## config.mk

```make
export PLATFORM = sky130hd
export DESIGN_NAME = sorted_set_insert_top
export DESIGN_NICKNAME = d
export VERILOG_FILES = /design/src/hdl/ssi_pkg.sv /design/src/hdl/ssi_ctrl.sv /design/src/hdl/ssi_dpath.sv /design/src/hdl/sorted_set_insert_top.sv
export VERILOG_INCLUDE_DIRS = /design/src /design/src/hdl
export SDC_FILE = /design/constraint.sdc
export NUM_CORES = 1
export LEC_CHECK = 0
export ABC_AREA = 1
export BUFFER_PORTS_ARGS = -buffer_cell sky130_fd_sc_hd__buf_2
export CORE_ASPECT_RATIO = 0.75
export CORE_MARGIN = 5
export CORE_UTILIZATION = 45
export CTS_CLUSTER_SIZE = 28
export DETAILED_ROUTE_END_ITERATION = 8
export GPL_TIMING_DRIVEN = 1
export SLEW_MARGIN = 30
export SYNTH_ARGS = -nofsm -noshare
export SYNTH_HDL_FRONTEND = slang
export SYNTH_SLANG_ARGS = --single-unit
```

## constraint.sdc

```tcl
create_clock -name i_clk -period 4.1 [get_ports i_clk]
set_input_delay 0.82 -clock i_clk [delete_from_list [all_inputs] [get_ports i_clk]]
set_output_delay 0.82 -clock i_clk [all_outputs]
set_load 0.05 [all_outputs]
```

## src/hdl/sorted_set_insert_top_macros.svh

```systemverilog
// Assertion macros for the sorted set insert block.
// Included by the modules that carry concurrent checks; clocked on i_clk.
`ifndef SORTED_SET_INSERT_TOP_MACROS_SVH
`define SORTED_SET_INSERT_TOP_MACROS_SVH

// Plain property, checked outside reset.
`define SSI_ASSERT(label, prop, msg) \
    label: assert property (@(posedge i_clk) disable iff (!i_rst_n) (prop)) else $error(msg);

// Same-cycle implication, checked outside reset.
`define SSI_ASSERT_IMPL(label, ante, cons, msg) \
    `SSI_ASSERT(label, (ante) |-> (cons), msg)

// Next-cycle implication, checked outside reset.
`define SSI_ASSERT_NEXT(label, ante, cons, msg) \
    `SSI_ASSERT(label, (ante) |=> (cons), msg)

`endif

```

## src/hdl/ssi_pkg.sv

```systemverilog
// Shared types and constants for the sorted set insert block.
// Used by the controller, the datapath and the top level.
package ssi_pkg;

    localparam int CAPACITY = 16;
    localparam int IDX_W    = $clog2(CAPACITY);
    localparam int CNT_W    = $clog2(CAPACITY + 1);
    localparam int VALUE_W  = 31;
    localparam int STATUS_W = 2;
    localparam int POS_W    = 4;
    localparam int FILL_W   = 5;

    typedef enum logic [STATUS_W-1:0] {
        ST_INSERTED  = 2'd0,
        ST_DUPLICATE = 2'd1,
        ST_FULL      = 2'd2
    } t_status;

    typedef enum logic [2:0] {
        S_IDLE,
        S_READ,
        S_CMP,
        S_SHIFT_RD,
        S_SHIFT_WR,
        S_PUT,
        S_FINISH
    } t_state;

    typedef struct packed {
        logic load;
        logic rd;
        logic found;
        logic mark_pos;
        logic mark_full;
        logic inc;
        logic shift_rd;
        logic shift_wr;
        logic put;
        logic emit;
    } t_cmd;

    typedef struct packed {
        logic scan_end;
        logic eq;
        logic gt;
        logic full;
        logic at_pos;
        logic out_busy;
    } t_stat;

endpackage

```

## src/hdl/ssi_ctrl.sv

```systemverilog
// Sequencer for the sorted set insert block: scan, shift, write, report.
// Depends on ssi_pkg for the state, command and status types.
module ssi_ctrl (
    input  logic          i_clk,
    input  logic          i_rst_n,
    input  logic          i_valid,
    output logic          o_ready,
    input  ssi_pkg::t_stat i_stat,
    output ssi_pkg::t_cmd  o_cmd
);

    ssi_pkg::t_state r_state;
    ssi_pkg::t_state n_state;

    always_ff @(posedge i_clk) begin
        if (!i_rst_n) begin
            r_state <= ssi_pkg::S_IDLE;
        end else begin
            r_state <= n_state;
        end
    end

    always_comb begin
        n_state = r_state;
        o_cmd   = '0;
        o_ready = 1'b0;
        case (r_state)
            ssi_pkg::S_IDLE: begin
                o_ready = 1'b1;
                if (i_valid) begin
                    o_cmd.load = 1'b1;
                    n_state    = ssi_pkg::S_READ;
                end
            end
            ssi_pkg::S_READ: begin
                if (i_stat.scan_end) begin
                    // value lies above every entry: append, or report full
                    if (i_stat.full) begin
                        o_cmd.mark_full = 1'b1;
                        n_state         = ssi_pkg::S_FINISH;
                    end else begin
                        o_cmd.mark_pos = 1'b1;
                        n_state        = ssi_pkg::S_SHIFT_RD;
                    end
                end else begin
                    o_cmd.rd = 1'b1;
                    n_state  = ssi_pkg::S_CMP;
                end
            end
            ssi_pkg::S_CMP: begin
                if (i_stat.eq) begin
                    o_cmd.found = 1'b1;
                    n_state     = ssi_pkg::S_FINISH;
                end else if (i_stat.gt) begin
                    // entries ascend, so the first greater entry ends the search
                    if (i_stat.full) begin
                        o_cmd.mark_full = 1'b1;
                        n_state         = ssi_pkg::S_FINISH;
                    end else begin
                        o_cmd.mark_pos = 1'b1;
                        n_state        = ssi_pkg::S_SHIFT_RD;
                    end
                end else begin
                    o_cmd.inc = 1'b1;
                    n_state   = ssi_pkg::S_READ;
                end
            end
            ssi_pkg::S_SHIFT_RD: begin
                if (i_stat.at_pos) begin
                    n_state = ssi_pkg::S_PUT;
                end else begin
                    o_cmd.shift_rd = 1'b1;
                    n_state        = ssi_pkg::S_SHIFT_WR;
                end
            end
            ssi_pkg::S_SHIFT_WR: begin
                o_cmd.shift_wr = 1'b1;
                n_state        = ssi_pkg::S_SHIFT_RD;
            end
            ssi_pkg::S_PUT: begin
                o_cmd.put = 1'b1;
                n_state   = ssi_pkg::S_FINISH;
            end
            ssi_pkg::S_FINISH: begin
                // hold until the output register is free
                if (!i_stat.out_busy) begin
                    o_cmd.emit = 1'b1;
                    n_state    = ssi_pkg::S_IDLE;
                end
            end
            default: begin
                n_state = ssi_pkg::S_IDLE;
            end
        endcase
    end

endmodule

```

## src/hdl/ssi_dpath.sv

```systemverilog
// Datapath for the sorted set insert block: entry memory, scan index, count
// and the output register. Depends on ssi_pkg and the assertion macro header.
`include "sorted_set_insert_top_macros.svh"

module ssi_dpath (
    input  logic                          i_clk,
    input  logic                          i_rst_n,
    input  ssi_pkg::t_cmd                 i_cmd,
    output ssi_pkg::t_stat                o_stat,
    input  logic [ssi_pkg::VALUE_W-1:0]   i_value,
    output logic                          o_valid,
    input  logic                          i_ready,
    output logic [ssi_pkg::STATUS_W-1:0]  o_status,
    output logic [ssi_pkg::POS_W-1:0]     o_position,
    output logic [ssi_pkg::FILL_W-1:0]    o_fill_count
);

    logic [ssi_pkg::VALUE_W-1:0] r_mem [ssi_pkg::CAPACITY];
    logic [ssi_pkg::VALUE_W-1:0] r_rdata;
    logic [ssi_pkg::VALUE_W-1:0] r_value;
    logic [ssi_pkg::CNT_W-1:0]   r_idx;
    logic [ssi_pkg::CNT_W-1:0]   r_count;
    logic [ssi_pkg::IDX_W-1:0]   r_pos;
    logic                        r_found;
    logic                        r_full;
    logic                        r_out_valid;
    ssi_pkg::t_status            r_status;
    logic [ssi_pkg::POS_W-1:0]   r_position;
    logic [ssi_pkg::FILL_W-1:0]  r_fill;

    ssi_pkg::t_status            n_status;
    logic [ssi_pkg::CNT_W-1:0]   w_idx_dec;
    logic [ssi_pkg::IDX_W-1:0]   w_rd_addr;
    logic [31:0]                 w_pos_wide;
    logic [31:0]                 w_cnt_wide;

    assign w_idx_dec  = ssi_pkg::CNT_W'(r_idx - 1'b1);
    assign w_rd_addr  = i_cmd.shift_rd ? w_idx_dec[ssi_pkg::IDX_W-1:0]
                                       : r_idx[ssi_pkg::IDX_W-1:0];
    assign w_pos_wide = i_cmd.found || !r_full ? 32'(r_pos) : 32'd0;
    assign w_cnt_wide = 32'(r_count);

    always_comb begin
        if (r_found) begin
            n_status = ssi_pkg::ST_DUPLICATE;
        end else if (r_full) begin
            n_status = ssi_pkg::ST_FULL;
        end else begin
            n_status = ssi_pkg::ST_INSERTED;
        end
    end

    assign o_stat.scan_end = (r_idx == r_count);
    assign o_stat.eq       = (r_rdata == r_value);
    assign o_stat.gt       = (r_rdata > r_value);
    assign o_stat.full     = (r_count == ssi_pkg::CNT_W'(ssi_pkg::CAPACITY));
    assign o_stat.at_pos   = (r_idx == ssi_pkg::CNT_W'(r_pos));
    assign o_stat.out_busy = r_out_valid && !i_ready;

    // entry memory: one read port, one write port
    always_ff @(posedge i_clk) begin
        if (i_cmd.rd || i_cmd.shift_rd) begin
            r_rdata <= r_mem[w_rd_addr];
        end
        if (i_cmd.shift_wr) begin
            r_mem[r_idx[ssi_pkg::IDX_W-1:0]] <= r_rdata;
        end else if (i_cmd.put) begin
            r_mem[r_pos] <= r_value;
        end
    end

    always_ff @(posedge i_clk) begin
        if (i_cmd.load) begin
            r_value <= i_value;
            r_idx   <= '0;
            r_found <= 1'b0;
            r_full  <= 1'b0;
        end
        if (i_cmd.inc) begin
            r_idx <= ssi_pkg::CNT_W'(r_idx + 1'b1);
        end
        if (i_cmd.found) begin
            r_found <= 1'b1;
            r_pos   <= r_idx[ssi_pkg::IDX_W-1:0];
        end
        if (i_cmd.mark_full) begin
            r_full <= 1'b1;
        end
        if (i_cmd.mark_pos) begin
            // shifting starts from the top of the filled region
            r_pos <= r_idx[ssi_pkg::IDX_W-1:0];
            r_idx <= r_count;
        end
        if (i_cmd.shift_wr) begin
            r_idx <= w_idx_dec;
        end
        if (i_cmd.emit) begin
            r_status   <= n_status;
            r_position <= r_full && !r_found ? '0 : w_pos_wide[ssi_pkg::POS_W-1:0];
            r_fill     <= w_cnt_wide[ssi_pkg::FILL_W-1:0];
        end
    end

    always_ff @(posedge i_clk) begin
        if (!i_rst_n) begin
            r_count     <= '0;
            r_out_valid <= 1'b0;
        end else begin
            if (i_cmd.put) begin
                r_count <= ssi_pkg::CNT_W'(r_count + 1'b1);
            end
            if (i_cmd.emit) begin
                r_out_valid <= 1'b1;
            end else if (i_ready) begin
                r_out_valid <= 1'b0;
            end
        end
    end

    assign o_valid      = r_out_valid;
    assign o_status     = r_status;
    assign o_position   = r_position;
    assign o_fill_count = r_fill;

    `SSI_ASSERT(a_count_bound, r_count <= ssi_pkg::CNT_W'(ssi_pkg::CAPACITY), "count above capacity")
    `SSI_ASSERT_IMPL(a_put_not_full, i_cmd.put, !o_stat.full, "insert into a full store")
    `SSI_ASSERT_NEXT(a_count_only_on_put, !i_cmd.put, $stable(r_count), "count moved without insert")
    `SSI_ASSERT_IMPL(a_emit_slot_free, i_cmd.emit, !o_stat.out_busy, "result overwrote pending result")
    `SSI_ASSERT_IMPL(a_full_report, i_cmd.emit && n_status == ssi_pkg::ST_FULL, o_stat.full,
        "full reported below capacity")

endmodule

```

## src/hdl/sorted_set_insert_top.sv

```systemverilog
// Sorted set insert: ascending store of up to CAPACITY values, one request at a time.
// Each entry compared passes through a read and a compare state, each entry moved up through
// a shift-read and a shift-write state; the entry memory, with one read port and one write port,
// sets the pace, and a result still waiting downstream holds the next one back.
// A new request is taken once the last result is in the output register, even while it waits there.
// Reset clears the count and the handshake state; entries hold no reset value.
module sorted_set_insert_top (
    input  logic                          i_clk,
    input  logic                          i_rst_n,
    input  logic                          i_valid,
    output logic                          o_ready,
    input  logic [ssi_pkg::VALUE_W-1:0]   i_value,
    output logic                          o_valid,
    input  logic                          i_ready,
    output logic [ssi_pkg::STATUS_W-1:0]  o_status,
    output logic [ssi_pkg::POS_W-1:0]     o_position,
    output logic [ssi_pkg::FILL_W-1:0]    o_fill_count
);

    ssi_pkg::t_cmd  w_cmd;
    ssi_pkg::t_stat w_stat;

    ssi_ctrl u_ctrl (
        .i_clk   (i_clk),
        .i_rst_n (i_rst_n),
        .i_valid (i_valid),
        .o_ready (o_ready),
        .i_stat  (w_stat),
        .o_cmd   (w_cmd)
    );

    ssi_dpath u_dpath (
        .i_clk        (i_clk),
        .i_rst_n      (i_rst_n),
        .i_cmd        (w_cmd),
        .o_stat       (w_stat),
        .i_value      (i_value),
        .o_valid      (o_valid),
        .i_ready      (i_ready),
        .o_status     (o_status),
        .o_position   (o_position),
        .o_fill_count (o_fill_count)
    );

endmodule
```

After elaboration in Yosys (flattened, before gate mapping):

Memory sizes are Yosys's and may differ from the RTL's. A register that Yosys moved wholly into a read port is not among the register bits.
Index checks and enable logic that the tools add are counted.

* flip-flop bits (word level): 62
* bits in writable memories: 496
* output and inout bits: 13
* memories kept: 1

* add/sub/neg operators: 3
* magnitude comparators: 1
* equality and inequality tests: 12
* mux-type cells: 47
* bitwise gates (word level): 1
* reductions and logical operators: 14

Memories
* u_dpath.r_mem: depth 16, width 31, read ports 1, clocked after memory_dff 1, wr ports 1, line ssi_dpath.sv:18 `logic [ssi_pkg::VALUE_W-1:0] r_mem [ssi_pkg::CAPACITY];`

Operators with widths (count)
* equality test 31 bit: 1
* greater-than comparator 31 bit: 1
* two-way mux 31 bit: 1
* OR reduction 31 bit: 1
* two-way mux 1 bit: 26
* two-way mux 3 bit: 7
* one-hot mux 3 bit (7 select lines): 1
* two-way mux 5 bit: 4
* two-way mux 4 bit: 4
* adder 5 x 1 -> 5 bit, second input constant: 2
* equality test 3 bit, second input constant: 3
* equality test 3 x 2 -> 1 bit, second input constant: 2
* two-way mux 2 bit: 3
* equality test 5 x 4 -> 1 bit: 1
* equality test 5 bit: 1
* equality test 5 bit, second input constant: 1
* subtractor 5 x 1 -> 5 bit, second input constant: 1
* inequality test 2 bit, second input constant: 2
* one-hot mux 2 bit (2 select lines): 1
* nonzero test 2 bit: 2
* nonzero test 4 bit: 1
* equality test 3 x 1 -> 1 bit, second input constant: 1
* zero test 1 bit: 3
* zero test 3 bit: 1
* other kinds (5): 7

Logic depth before layout (Yosys ltp):

Gate-level depths: netlist of run 1.

* depth after elaboration: 8
* mapped depth: 16

Cells and area by module:

From an unflattened synthesis of run 1, not the netlist that was laid out.

* cell total of the unflattened synthesis: 2254
* area total of the unflattened synthesis: 25386.8 um^2

By module, submodules not included
* ssi_dpath: instances 1, cells an instance 2193, area an instance 25026.5 um^2
* ssi_ctrl: instances 1, cells an instance 61, area an instance 360.3 um^2

Least setup slack after synthesis of run 1:

OpenSTA, ideal clock, no wires.

* kind: register -> register
* start: register u_dpath.r_idx[2] (netlist bit)
* end: register u_dpath.r_rdata[0] (netlist bit), read port of u_dpath.r_mem, enable pin
* setup time: 462 ps
* arrival: 3048 ps
* slack: 589 ps
* stages on the path, launching flop included: 7
* buffers on the path: 1
* clock period less this slack: 3511 ps
* cells stage by stage: edfxtp_1 > buf_2 > xor2_1 > a21oi_1 > nand3_1 > inv_1 > o21ai_0

* cells in the longest elaborated chain, start to end: 4

RTL lines
* start, declared: line ssi_dpath.sv:21 `logic [ssi_pkg::CNT_W-1:0] r_idx;`
* start signal, assigned: line ssi_dpath.sv:80 `r_idx <= ssi_pkg::CNT_W'(r_idx + 1'b1);`
* start signal, assigned: line ssi_dpath.sv:92 `r_idx <= r_count;`
* start signal, assigned: line ssi_dpath.sv:95 `r_idx <= w_idx_dec;`
* branches (longest 4 deep; another with subtractor 5 x 1 -> 5 bit)
* end, declared: line ssi_dpath.sv:19 `logic [ssi_pkg::VALUE_W-1:0] r_rdata;`

Parallel ways; which one is timed is not known.
A chain may end at the register's enable or synchronous reset.

Worst setup path in the final report of run 1:

* start: register u_dpath.r_idx[0] (netlist bit)
* end: register u_dpath.r_rdata[29] (netlist bit), read port of u_dpath.r_mem, data pin

The elaborated chain is that of the path after synthesis.

==> results.cfg, run 1 <==
[critical_path]
worst-path-max-fanout = 51
worst_path_dominant_cell_family = simple AND/OR/NAND/NOR gates
most_common_cell_type_on_the_critical_path = sky130_fd_sc_hd__nand2_1
critPathKind = flop to flop
cp_capture_type = flop
crit_arrival_ns = 3.77
critical_path.startpoint_type = flop
worst-path-buf-inv = 2
critical-path-max-stage-delay_ns = 0.57
cp_cell_sequence = inv_2 -> nand2_1 -> nand2_1 -> nor2_1 -> nand3_2 -> nand2_4 -> nand2_4 -> nand2_8 -> buf_4 -> nand2_1 -> nand3_1 -> nand3_1 -> nand3_1 -> nand2_1
worst_path_max_delay_cell = sky130_fd_sc_hd__edfxtp_1
cp.required_ns = 4.47

[run_status]
status = complete, no violations

[yosys]
postSynth.topFlopCell = sky130_fd_sc_hd__edfxtp_1
yosysWarnings = 0
syn_inst = 2574
synthMostInstantiatedCell = sky130_fd_sc_hd__nand3_1
postSynthAreaPerCell_um2 = 10.30
netlist_top_cells_count = sky130_fd_sc_hd__nand3_1 (612), sky130_fd_sc_hd__edfxtp_1 (578), sky130_fd_sc_hd__inv_1 (564)
seq_area_frac_synth_pct = 66.27
synth.net_count = 2644
edff_count_synth = 578
yosys_register_bits = 589
synthTopCellsByArea = sky130_fd_sc_hd__edfxtp_1 (65%), sky130_fd_sc_hd__nand3_1 (12%), sky130_fd_sc_hd__inv_1 (8.0%), sky130_fd_sc_hd__nand2_1 (6.8%), sky130_fd_sc_hd__ha_1 (1.7%)
synth_async_sr_flop_share_pct = 0
synth.distinct_cells = 32
synth.largest_area_cell = sky130_fd_sc_hd__edfxtp_1
post-synth-top-area-fraction_pct = 65.44
synth.cell_area_um2 = 26520

[routing]
wl_per_cell_um = 19.94
drt_first_pass_iters = 6
routed_via_density = 5.217
ant_nets_after_route = 0
drc_errors = 0
wirelength_met1_mm = 30.82
drt_iter0_drc = 1870
top_layer_used = met4
wl_mm = 69.44
total_met2_wirelength_after_detailed_routing_mm = 31.90
met3_length_mm = 4.746
via_count = 18170

[grt]
global_route.usage.total_pct = 21.58
grt_max_degree = 125
via_count_of_the_first_global_routing_pass = 17680
grt_pass1_wl_mm = 106.1
grt.overflow.total = 0
number_of_antenna_violations_at_the_first_check_in_global_routing = 0

[floorplan]
initial_utilization_pct = 45.20
rows = 77
die_height_um = 220.2
die-area_um2 = 63940
design.portCount = 48
design.core.area_um2 = 58670
fp.dieW_um = 290.3

[timing]
maxClockFrequency_mhz = 293.9
max_clock_skew_ns = 0.02841
worst_slew_margin_rel_pct = 32.98
slew_viol_final = 0
totalNegativeSetupSlack_ns = 0
final-hold-violation-count = 0
setup_violations = 0
finalCritPeriodShare_pct = 82.98
fin_ws_ns = 0.6978
setup_repair_after_global_routing_missed_its_margin = false
min_period_ns = 3.402
max_slew.worst_pin.slew_ns = 1.005

[place]
port_buffers = 47
place_worst_setup_slack_ns = 0.7576
gp_routability_congestion = 0.8522
dp.final_hpwl_mm = 38.07

[final_layout]
ff_latch_area_um2 = 17580
fin_util_pct = 51.29
layout-area-overhead-vs-synth_pct = 13.47
n_antenna_cell = 0
filler_cells = 5187
nNetsFinal = 2718
multi_input_area_um2 = 6386
drive_gt1_share_pct = 9.618

[cts]
cts.reportedPaths.clkPinSlew_ns = 0.07
post_cts_resized = 0
tritoncts_num_sinks = 589
tritoncts = built
cts.path.max_buffers = 3
clock_insertion_delay_worst_skew_ns = 0.61
post_cts_buffers = 0
postCtsHoldBufs = 0
clock_tree.htree_level_count = 2
root_buffer = sky130_fd_sc_hd__clkbuf_16
cts-buffers-inserted = 57

[run]
drv_cap = 0

[power]
p_total_w = 0.01940
peakVddDrop_v = 0.0004506
total_leakage_power_nw = 12.91
power_density_over_the_cells_nw_per_um2 = 644.7

[min_path]
holdCritPathClass = input pin to flop
[layout make-up]
cell class	instances	area share (%)
inverter	570	7.110
clock inverter	35	1.073
multi-input combinational	1294	21.22
sequential	589	58.41
timing repair buffer	136	3.875
tap	790	3.285
clock buffer	69	5.031
[report_power, final]
| group | total [W] | switching [W] | leakage, nW | internal (W) |
|---|---|---|---|---|
| sequential | 0.00787 | 0.000199 | 5.32 | 0.00767 |
| combinational | 0.00630 | 0.00443 | 6.68 | 0.00187 |
| clock | 0.00523 | 0.00224 | 0.911 | 0.00299 |
| total | 0.0194 | 0.00687 | 12.9 | 0.0125 |
[sequential cells by signal, indices dropped and copies added (netlist names), 2 cells and up]
| signal | count |
|---|---|
| u_dpath.r_count | 5 |
| u_ctrl.r_state | 3 |
| u_dpath.o_status | 2 |
| u_dpath.o_position | 4 |
| u_dpath.r_rdata | 31 |
| u_dpath.r_value | 31 |
| u_dpath.r_pos | 4 |
| u_dpath.r_mem | 496 |
| u_dpath.r_idx | 5 |
| u_dpath.o_fill_count | 5 |
[routing by layer]
metal	up-vias	global-route usage, %
li1	8607	-
met1	8774	30.44
met2	662	35.16
met3	128	3.241
met4	0	6.575
met5	-	0
[kinds of logic (layout without fill, tap and decap cells)]
family,count (synthesis),in the layout,synth area share [%]
compound gates,79,79,1.571
xor+xnor,9,9,0.2972
fa+ha+maj,35,35,1.651
buf+inv,691,810,10.43
flops,589,589,66.27
simple gates,1171,1171,19.78
[final timing paths]
kind                          from  slack [ns]                  end  cells after the start
setup / recovery  u_dpath.r_idx[0]        0.70  u_dpath.r_rdata[29]                     14
hold / removal          i_value[3]        0.38   u_dpath.r_value[3]                      1
setup reg to reg  u_dpath.r_idx[0]        0.70  u_dpath.r_rdata[29]                     14
hold reg to reg     u_dpath.r_full        0.48       u_dpath.r_full                      2
[cell usage in the layout (no fill, tap or decap), types with 2 or more instances in the layout]
cell                        synthesis  routed
sky130_fd_sc_hd__nand3_1          612     611
sky130_fd_sc_hd__edfxtp_1         578     578
sky130_fd_sc_hd__inv_1            564     563
sky130_fd_sc_hd__nand2_1          483     483
sky130_fd_sc_hd__buf_4             28      68
sky130_fd_sc_hd__clkbuf_16          0      59
sky130_fd_sc_hd__buf_2             48      47
sky130_fd_sc_hd__o21ai_0           46      44
sky130_fd_sc_hd__nor2_1            52      36
sky130_fd_sc_hd__ha_1              35      35
sky130_fd_sc_hd__a21oi_1           25      25
sky130_fd_sc_hd__buf_12             0      21
sky130_fd_sc_hd__nor2_4             0      16
sky130_fd_sc_hd__clkinv_2           0      16
sky130_fd_sc_hd__dfxtp_1           11      11
sky130_fd_sc_hd__clkinv_1           1      10
sky130_fd_sc_hd__clkbuf_1          44      10
sky130_fd_sc_hd__inv_2              5       7
sky130_fd_sc_hd__xor2_1             7       7
sky130_fd_sc_hd__bufinv_16          0       6
sky130_fd_sc_hd__o21ai_4            0       5
sky130_fd_sc_hd__nand4_1            5       5
sky130_fd_sc_hd__nor3_1             4       4
sky130_fd_sc_hd__nand2_4            1       3
sky130_fd_sc_hd__o21a_1             3       3
sky130_fd_sc_hd__xnor2_1            2       2
sky130_fd_sc_hd__nand3_2            2       2
sky130_fd_sc_hd__nand3b_1           2       2
[stage by stage]
step,hold WS (ns),instances,cell area (um^2)
2_1_floorplan,0.4206,2574,26520
6_report,0.3849,3483,30090
3_3_place_gp,0.4698,3379,28260
4_1_cts,0.3470,3483,30090
5_1_grt,0.3539,3483,30090
3_5_place_dp,0.4735,3379,28260
(Power assumes the default switching activity.)
==> run 2: changes to the inputs <==
==> constraint.sdc (replaced) <==
create_clock -name i_clk -period 3.4 [get_ports i_clk]
set_input_delay 0.68 -clock i_clk [delete_from_list [all_inputs] [get_ports i_clk]]
set_output_delay 0.68 -clock i_clk [all_outputs]
set_load 0.05 [all_outputs]
==> results.cfg, run 2 (synthesized netlist as in run 1, its figures left out) <==
[power]
p_total_w = 0.02358
total_leakage_power_nw = 12.98
power_density_over_the_cells_nw_per_um2 = 779.1
peakVddDrop_v = 0.0005309

[final_layout]
largest_register = u_dpath.r_mem
drive_gt1_share_pct = 9.688
largest_reg_flops = 496
n_antenna_cell = 0
layout.cells.most_common = sky130_fd_sc_hd__nand3_1
biggestRegsByFlops = u_dpath.r_mem: 496 flops, u_dpath.r_rdata: 31 flops, u_dpath.r_value: 31 flops
nNetsFinal = 2720
most-common-layout-cells = sky130_fd_sc_hd__nand3_1 (611), sky130_fd_sc_hd__edfxtp_1 (578), sky130_fd_sc_hd__inv_1 (563)
filler_cells = 5137
layout-area-overhead-vs-synth_pct = 14.13
finish.cell_count_without_fillers = 3484

[cts]
post_cts_buffers = 0
clock_tree.htree_level_count = 2
cts-buffers-inserted = 57
postCtsHoldBufs = 0
tritoncts = built
clock_insertion_delay_worst_skew_ns = 0.62
post_cts_resized = 0
tritoncts_num_sinks = 589
root_buffer = sky130_fd_sc_hd__clkbuf_16
cts.path.max_buffers = 3
cts.reportedPaths.clkPinSlew_ns = 0.07

[min_path]
holdCritPathClass = input pin to flop

[grt]
global_route.usage.total_pct = 21.48
number_of_antenna_violations_at_the_first_check_in_global_routing = 0
grt_pass1_wl_mm = 104.9
grt_max_degree = 97
grt.overflow.total = 0
via_count_of_the_first_global_routing_pass = 17410

[critical_path]
worst-r2r-setup-slack_ns = 0.43
critPathCapture = u_dpath.r_rdata[23]
cp_cell_sequence = inv_2 -> nand2_1 -> nand2_1 -> nor2_1 -> nand3_2 -> nand2_4 -> nand2_2 -> buf_4 -> nand3_1 -> nand3_1 -> nand3_1 -> nand3_1 -> nand2_1
critPathKind = flop to flop
cp_capture_type = flop
rr_startpoint = u_dpath.r_idx[0]
crit_arrival_ns = 3.34
worst_r2r_path_depth = 13
startpoint = u_dpath.r_idx[0]
worst_path_max_delay_cell = sky130_fd_sc_hd__buf_4
worst-path-max-fanout = 59
critical-path-max-stage-delay_ns = 0.70
regToRegEndpoint = u_dpath.r_rdata[23]
cp.required_ns = 3.77
critical_path.startpoint_type = flop
most_common_cell_type_on_the_critical_path = sky130_fd_sc_hd__nand3_1

[timing]
totalNegativeSetupSlack_ns = 0
final-hold-violation-count = 0
min_period_ns = 2.973
fin_ws_ns = 0.4268
max_clock_skew_ns = 0.02156
worst_slew_margin_rel_pct = 39.67
finalCritPeriodShare_pct = 87.45
max_slew.worst_pin.slew_ns = 0.9050
setup_repair_after_global_routing_missed_its_margin = false
setup_violations = 0
slew_viol_final = 0
maxClockFrequency_mhz = 336.3

[floorplan]
die_height_um = 220.2
rows = 77
design.core.area_um2 = 58670
design.portCount = 48
die-area_um2 = 63940
fp.dieW_um = 290.3
initial_utilization_pct = 45.20

[routing]
drt_iter0_drc = 1725
drc_errors = 0
wl_mm = 69.74
via_count = 18210
drt_first_pass_iters = 5
ant_nets_after_route = 0
wl_per_cell_um = 20.02
routed_via_density = 5.227

[place]
port_buffers = 47
gp_routability_congestion = 0.8449
dp.final_hpwl_mm = 37.23
place_worst_setup_slack_ns = 0.4942
place.detailed.instances = 3381

[run]
drv_cap = 0

[run_status]
status = complete, no violations
run 2: cell count changes in the layout (fill, tap and decap cells not counted), moves of 2 or more:
cell                       previous run  this run
sky130_fd_sc_hd__buf_12              21        31
sky130_fd_sc_hd__clkinv_2            16        12
sky130_fd_sc_hd__buf_4               68        60
sky130_fd_sc_hd__clkbuf_1            10         7
sky130_fd_sc_hd__clkinv_1            10        12
sky130_fd_sc_hd__clkinv_4             1         3
run 2: metal layers:
layer	wire (um)	share of wire, %	GRT usage (%)
met2	31880	46	34.64
met3	5603	8.0	3.241
met5	0	0	0
met1	30400	44	30.69
met4	1860	2.7	6.352
run 2: area by class of cell:
class | count | area (um^2) | area share (%)
clock buffers | 65 | 1478 | 4.882
multi-input cells | 1294 | 6386 | 21.10
inverters | 570 | 2140 | 7.068
repair buffers | 138 | 1306 | 4.315
clock inverters | 38 | 394.1 | 1.302
flip-flops and latches | 589 | 17580 | 58.07
well taps | 790 | 988.4 | 3.266
run 2: through the flow:
stage / hold WS, ns / util, % / instance area (um^2)
2_1_floorplan: 0.4206 / - / 26520
3_3_place_gp: 0.4657 / 48.40 / 28400
3_5_place_dp: 0.4733 / 48.40 / 28400
4_1_cts: 0.1931 / 51.59 / 30270
5_1_grt: 0.2054 / 51.59 / 30270
6_report: 0.2296 / 51.59 / 30270
run 2: worst min-delay path by stage:
stage	startpoint	to	slack (ns)	depth (start not counted)
floorplan	u_dpath.r_idx[2]	u_dpath.r_pos[2]	0.42	0
global placement	u_dpath.r_full	u_dpath.r_full	0.47	2
detailed placement	u_dpath.r_found	u_dpath.r_found	0.47	2
CTS	i_value[20]	u_dpath.r_value[20]	0.19	1
global route	i_value[18]	u_dpath.r_value[18]	0.21	1
finish	i_value[18]	u_dpath.r_value[18]	0.23	1
run 2: power by group:
| group | total [W] | internal (W) | switching [W] |
|---|---|---|---|
| clock | 0.00640 | 0.00365 | 0.00275 |
| sequential | 0.00951 | 0.00925 | 0.000262 |
| combinational | 0.00767 | 0.00235 | 0.00531 |
| total | 0.0236 | 0.0153 | 0.00832 |
run 2: critical path, delay by kind of cell, from the launching register on:
family                 cells  cell delay, ns
AND/OR/NAND/NOR           11            1.20
flip-flops                 1            0.55
buffers and inverters      2            0.94
